File: src/design/u8d_pkg.sv
// Shared types and constants for the UTF-8 stream decoder.
// No dependencies; imported by every module of the decoder.
package u8d_pkg;

  localparam int unsigned CpWidth = 21;

  localparam logic [CpWidth-1:0] ReplChar = 21'd65533;

  typedef struct packed {
    logic [CpWidth-1:0] code_point;
    logic               malformed;
    logic               run_last;
  } u8d_result_t;

  // Decoder step outcome: up to two results plus the next sequence state.
  typedef struct packed {
    u8d_result_t [1:0]  res;
    logic [1:0]         count;
    logic [CpWidth-1:0] partial;
    logic [1:0]         remaining;
  } u8d_step_t;

endpackage

File: src/design/u8d_decode.sv
// Combinational decode of one byte against the open sequence state.
// Depends on u8d_pkg for the step and result types.
module u8d_decode import u8d_pkg::*; (
  input  logic [7:0]         data_byte_i,
  input  logic               end_of_data_i,
  input  logic [CpWidth-1:0] partial_i,
  input  logic [1:0]         remaining_i,
  output u8d_step_t          step_o
);

  logic               lead_emit;
  logic               lead_bad;
  logic [CpWidth-1:0] lead_cp;
  logic [CpWidth-1:0] lead_pv;
  logic [1:0]         lead_rem;
  logic               is_cont;

  assign is_cont = (data_byte_i[7:6] == 2'b10);

  // Lead byte classification, always computed from the current byte
  always_comb begin
    lead_emit = 1'b0;
    lead_bad  = 1'b0;
    lead_cp   = '0;
    lead_pv   = '0;
    lead_rem  = 2'd0;
    unique if (data_byte_i[7] == 1'b0) begin
      lead_emit = 1'b1;
      lead_cp   = {13'b0, data_byte_i};
    end else if (data_byte_i[7:5] == 3'b110) begin
      lead_pv  = {10'b0, data_byte_i[4:0], 6'b0};
      lead_rem = 2'd1;
    end else if (data_byte_i[7:4] == 4'b1110) begin
      lead_pv  = {5'b0, data_byte_i[3:0], 12'b0};
      lead_rem = 2'd2;
    end else if (data_byte_i[7:3] == 5'b11110) begin
      lead_pv  = {data_byte_i[2:0], 18'b0};
      lead_rem = 2'd3;
    end else begin
      lead_emit = 1'b1;
      lead_bad  = 1'b1;
      lead_cp   = ReplChar;
    end
  end

  always_comb begin
    step_o           = '0;
    step_o.partial   = partial_i;
    step_o.remaining = remaining_i;
    if (remaining_i == 2'd0) begin
      if (lead_emit) begin
        step_o.res[0].code_point = lead_cp;
        step_o.res[0].malformed  = lead_bad;
        step_o.count             = 2'd1;
      end
      step_o.partial   = lead_pv;
      step_o.remaining = lead_rem;
    end else if (is_cont) begin
      unique case (remaining_i)
        2'd1:    step_o.partial = partial_i | {15'b0, data_byte_i[5:0]};
        2'd2:    step_o.partial = partial_i | {9'b0, data_byte_i[5:0], 6'b0};
        2'd3:    step_o.partial = partial_i | {3'b0, data_byte_i[5:0], 12'b0};
        default: step_o.partial = partial_i;
      endcase
      step_o.remaining = remaining_i - 2'd1;
      if (remaining_i == 2'd1) begin
        step_o.res[0].code_point = step_o.partial;
        step_o.count             = 2'd1;
        step_o.partial           = '0;
      end
    end else begin
      // Bad continuation: replace, then treat the byte as a fresh lead
      step_o.res[0].code_point = ReplChar;
      step_o.res[0].malformed  = 1'b1;
      step_o.count             = 2'd1;
      if (lead_emit) begin
        step_o.res[1].code_point = lead_cp;
        step_o.res[1].malformed  = lead_bad;
        step_o.count             = 2'd2;
      end
      step_o.partial   = lead_pv;
      step_o.remaining = lead_rem;
    end

    // Cut sequence at end of data
    if (end_of_data_i && (step_o.remaining != 2'd0)) begin
      step_o.res[step_o.count[0]].code_point = ReplChar;
      step_o.res[step_o.count[0]].malformed  = 1'b1;
      step_o.count     = step_o.count + 2'd1;
      step_o.remaining = 2'd0;
      step_o.partial   = '0;
    end

    step_o.res[0].run_last = (step_o.count == 2'd1);
    step_o.res[1].run_last = 1'b1;
  end

endmodule

File: src/design/u8d_out_buf.sv
// Two-entry result register between the decoder and the output stream.
// Depends on u8d_pkg for the result and step types.
module u8d_out_buf import u8d_pkg::*; (
  input  logic        clk_i,
  input  logic        rst_ni,
  input  logic        push_i,
  input  u8d_step_t   step_i,
  output logic        can_push_o,
  output logic        out_valid_o,
  input  logic        out_ready_i,
  output u8d_result_t out_res_o
);

  u8d_result_t slot0_q, slot0_d;
  u8d_result_t slot1_q, slot1_d;
  logic [1:0]  count_q, count_d;
  logic        pop;

  assign out_valid_o = (count_q != 2'd0);
  assign out_res_o   = slot0_q;
  assign pop         = out_valid_o && out_ready_i;
  // Take a new item only when the buffer is empty or drains this cycle
  assign can_push_o  = (count_q == 2'd0) || ((count_q == 2'd1) && pop);

  always_comb begin
    slot0_d = slot0_q;
    slot1_d = slot1_q;
    count_d = count_q;
    if (push_i) begin
      slot0_d = step_i.res[0];
      slot1_d = step_i.res[1];
      count_d = step_i.count;
    end else if (pop) begin
      slot0_d = slot1_q;
      count_d = count_q - 2'd1;
    end
  end

  always_ff @(posedge clk_i or negedge rst_ni) begin
    if (!rst_ni) begin
      count_q <= 2'd0;
    end else begin
      count_q <= count_d;
    end
  end

  always_ff @(posedge clk_i) begin
    slot0_q <= slot0_d;
    slot1_q <= slot1_d;
  end

endmodule

File: src/design/utf8_stream_decoder_core.sv
// UTF-8 stream decoder: one byte per item in, code points out.
// Latency: the first result of a byte is presented in the cycle after the byte is accepted.
// Throughput: one byte per cycle while the output stream is ready; a byte
// that yields two results holds the input while the second result drains.
// Reset (rst_ni low, asynchronous): no sequence open, output buffer empty.
// Uses u8d_pkg, u8d_decode and u8d_out_buf.
module utf8_stream_decoder_core import u8d_pkg::*; (
  input  logic        clk_i,
  input  logic        rst_ni,
  input  logic        s_axis_tvalid_i,
  output logic        s_axis_tready_o,
  input  logic [7:0]  s_axis_tdata_i,   // [7:0] data_byte
  input  logic        s_axis_tlast_i,   // end_of_data
  output logic        m_axis_tvalid_o,
  input  logic        m_axis_tready_i,
  output logic [23:0] m_axis_tdata_o,   // [20:0] code_point, [23:21] zero
  output logic        m_axis_tuser_o,   // [0] malformed
  output logic        m_axis_tlast_o    // run_last
);

  logic [CpWidth-1:0] partial_q;
  logic [1:0]         remaining_q;
  u8d_step_t          step;
  u8d_result_t        out_res;
  logic               can_push;
  logic               accept;

  assign s_axis_tready_o = can_push;
  assign accept          = s_axis_tvalid_i && can_push;

  u8d_decode u_decode (
    .data_byte_i   (s_axis_tdata_i),
    .end_of_data_i (s_axis_tlast_i),
    .partial_i     (partial_q),
    .remaining_i   (remaining_q),
    .step_o        (step)
  );

  always_ff @(posedge clk_i or negedge rst_ni) begin
    if (!rst_ni) begin
      partial_q   <= '0;
      remaining_q <= 2'd0;
    end else if (accept) begin
      partial_q   <= step.partial;
      remaining_q <= step.remaining;
    end
  end

  u8d_out_buf u_out_buf (
    .clk_i       (clk_i),
    .rst_ni      (rst_ni),
    .push_i      (accept),
    .step_i      (step),
    .can_push_o  (can_push),
    .out_valid_o (m_axis_tvalid_o),
    .out_ready_i (m_axis_tready_i),
    .out_res_o   (out_res)
  );

  assign m_axis_tdata_o = {3'b0, out_res.code_point};
  assign m_axis_tuser_o = out_res.malformed;
  assign m_axis_tlast_o = out_res.run_last;

endmodule
File: config.mk
export PLATFORM = sky130hd
export DESIGN_NAME = utf8_stream_decoder_core
export DESIGN_NICKNAME = d
export VERILOG_FILES = /design/src/design/u8d_pkg.sv /design/src/design/u8d_decode.sv /design/src/design/u8d_out_buf.sv /design/src/design/utf8_stream_decoder_core.sv
export SDC_FILE = /design/constraint.sdc
export NUM_CORES = 1
export LEC_CHECK = 0
export BUFFER_PORTS_ARGS = -buffer_cell sky130_fd_sc_hd__buf_2
export CAP_MARGIN = 30
export CORE_ASPECT_RATIO = 1.1
export CORE_MARGIN = 3
export CORE_UTILIZATION = 35
export CTS_BUF_LIST = sky130_fd_sc_hd__clkbuf_8
export CTS_CLUSTER_DIAMETER = 100
export CTS_CLUSTER_SIZE = 40
export DETAILED_ROUTE_END_ITERATION = 6
export GPL_ROUTABILITY_DRIVEN = 0
export SLEW_MARGIN = 20
export SYNTH_ARGS = -nofsm -noshare
export SYNTH_HDL_FRONTEND = slang
export SYNTH_SLANG_ARGS = --single-unit
export TNS_END_PERCENT = 5
File: constraint.sdc
create_clock -name clk_i -period 5.2 [get_ports clk_i]
set_input_delay 1.04 -clock clk_i [delete_from_list [all_inputs] [get_ports clk_i]]
set_output_delay 1.04 -clock clk_i [all_outputs]
set_load 0.05 [all_outputs]
==> run metrics <==
Comb pwr share 49.3%; antenna cells 0; global route overflow 0; EDFF count, synth 31; Setup crit start m_axis_tready_i; Worst Path Arrival 3.13 ns; post-cts gate resize count 0; largest stage delay on the critical path 0.42 ns; delay-heaviest family, CP compound AO/OA/AOI/OAI gates; sw power 875 uW; clk sink count 56; CTS tree yes; Die W 90.8 um; synth unique cells 43; worst reg-to-reg path cell count 9; WL/cell 16.6 um; Flop pwr share 37.2%; clock root buffer clkbuf_8; die area 9010 um2; biggest area consumer among synthesized cells edfxtp_1; Hold Buf Count CTS 0; fillers 734; Critical-path top delay cell a221oi_4; largest net degree at the start of global routing 32; worst-path cell chain buf_2 -> a21o_1 -> nand2_1 -> inv_1 -> buf_6 -> o31a_1 -> a221oi_4 -> o21ai_0; switch share 46.8%; Residual DRC 0; clk buf depth 2; max frequency 0.324 GHz; vias in the first global route 2075; # setup viols final 0; Cells after Synth 254; top cell type's share of synthesized area 33.6%; critical path required time 5.24 ns; total chip power 1.87 mW; Mapped Area 2770 um2; Final Util 41.2%; clock power share 13.5%; critical path type input port to flip-flop; clk_lat worst skew 0.31 ns; worst setup margin 2.11 ns; synthesized area per cell 10.9 um2; internal power 994 uW; WP depth 8; first-pass GRT wire length 10.5 mm; Setup crit end u_out_buf.out_res_o[17]$_DFFE_PP_; Post-synth top flop edfxtp_1; R2R Setup Slk 2.32 ns; initial antenna violation count 0; row cnt 33; I/O pins 41; DR pass1 iterations 4; Placed Area 2990 um2; design area 3120 um2; PortBufs 37; synth-to-layout area growth 12.7%; Worst R2R End u_out_buf.out_res_o[17]$_DFFE_PP_; Worst-path clk slew 0.10 ns; RSZ-0062 raised after global routing no; CTS H-tree lvls 2; share of cells above drive strength 1 18.5%; Rel. slew slack 52.7%; Final ANT Viol Nets 0; top post-synthesis cells by area edfxtp_1 (34%), dfrtp_1 (23%), o21ai_0 (5.2%); Setup crit end kind flip-flop; setup TNS 0 ns; CP max FO 17; Post-Route WL 6.39 mm; max cap viols 0; Vias 2082; post-place setup slack 1.55 ns; gr usage total 14.5%; total CTS buffers 5; synth warn 0; CP Launch Type input port; NumNets Final 299; worst vdd ir 160 uV; initial cell density of the core 36.6%; Seq cells post-synth 56; DRT iter0 DRCs 139; fraction of registers with async set or reset after synthesis 44.6%; crit path buf inv count 3; setup bufs post-CTS 0; Worst Tran Pin Value 0.704 ns; final hold slack 0.485 ns; minimum clock period 3.09 ns; core footprint 7560 um2; Seq/Total Area, Yosys 56.3%; Worst Hold Class flip-flop to flip-flop; Final Skew 0.0101 ns; Cells after DPL 376; status finished, final reports clean; Via-to-Cell Ratio 5.39; non-filler instance count after layout 386; Tcrit/Tclk final 59.4%; pwr/cell area 600 nW/um2; Final Hold Fails 0; Pins Over Slew Limit 0; post-detail-place hpwl 4.48 mm; Leak 1.26 nW; Die Y 99.2 um; FF-to-FF Start u_out_buf.count_q[0]$_DFFE_PN0P_
cells by family (layout without fill, tap and decap cells):
| kind of cell | after synthesis | count (layout) | synth area share [%] |
|---|---|---|---|
| buffers and inverters | 33 | 58 | 5.11 |
| AND/OR/NAND/NOR | 65 | 65 | 12.0 |
| flip-flops | 56 | 56 | 56.3 |
| other | 1 | 3 | 0.136 |
| XOR/XNOR | 2 | 2 | 0.633 |
| AO/OA/AOI/OAI | 91 | 91 | 23.2 |
| adder cells (fa/ha/maj) | 6 | 6 | 2.71 |
routing by layer:
metal	up-vias	global-route usage (%)	share of wire, %
li1	994	-	-
met2	57	23.4	48
met5	-	0	0
met1	1021	19.7	46
met4	0	5.65	2.4
met3	10	2.42	3.4
power by group through the flow:
stage | Combinational, mW | Clock [mW] | Sequential, mW
global placement | 0.896 | 0 | 0.705
finish | 0.921 | 0.252 | 0.695
CTS | 0.905 | 0.262 | 0.700
global route | 0.995 | 0.280 | 0.708
floorplan | 0.424 | 0 | 0.990
detailed placement | 0.903 | 0 | 0.709
synthesized netlist by cell type (6+ instances only):
cell	count
ha_1	6
inv_1	11
nor2_1	19
o21ai_0	29
a22oi_1	8
clkbuf_1	10
dfrtp_1	25
nor3_1	9
edfxtp_1	31
a22o_1	8
a21oi_1	15
nand2_1	9
and2_1	10
nand3_1	6
worst register-to-register path: cells and delay by family, from the launching register on:
kind | cells | cell delay [ns]
buffers and inverters | 3 | 0.75
AOI/OAI and AO/OA | 4 | 0.88
adders and majority gates | 1 | 0.20
and+or+nand+nor | 1 | 0.40
DFF | 1 | 0.39
flip-flops by register name, indices dropped and copies added (netlist names):
register,flops
partial_q,21
u_out_buf.out_res_o,23
remaining_q,2
u_out_buf.slot1_q,8
u_out_buf.count_q,2
how the worst min path moves through the flow:
stage	startpoint	end	slack, ns	depth (start not counted)
floorplan	partial_q[0]$_DFFE_PN0P_	partial_q[0]$_DFFE_PN0P_	0.45	1
global placement	partial_q[2]$_DFFE_PN0P_	partial_q[2]$_DFFE_PN0P_	0.47	1
detailed placement	partial_q[0]$_DFFE_PN0P_	partial_q[0]$_DFFE_PN0P_	0.47	1
CTS	partial_q[5]$_DFFE_PN0P_	partial_q[5]$_DFFE_PN0P_	0.49	1
global route	partial_q[5]$_DFFE_PN0P_	partial_q[5]$_DFFE_PN0P_	0.51	1
finish	partial_q[5]$_DFFE_PN0P_	partial_q[5]$_DFFE_PN0P_	0.49	1
cells in the final DEF, fill, tap and decap left out, types with 2 or more instances in the layout:
cell,count
or3_1,3
nor2_1,19
nand3_1,6
nor3_1,9
clkbuf_8,7
edfxtp_1,31
a22oi_1,8
inv_1,12
o21a_1,4
a31oi_1,3
a221o_1,3
a22o_1,8
nand2_1,9
a32oi_1,4
and2_1,10
a32o_1,3
a21oi_1,15
a211oi_1,2
o21ai_0,29
xnor2_1,2
dfrtp_1,25
o21ai_2,2
buf_2,37
nor2b_1,3
and3_1,2
ha_1,6
conb_1,3
cell type report:
cell class	instances	area [um2]	area share (%)
clock buffer	7	96.3	3.09
clock inverter	1	3.75	0.120
tap	105	131	4.22
sequential	56	1560	49.9
multi-input combinational	167	1080	34.5
inverter	11	41.3	1.32
timing repair buffer	39	211	6.78
No activity file was read; power rests on OpenSTA's default activity.
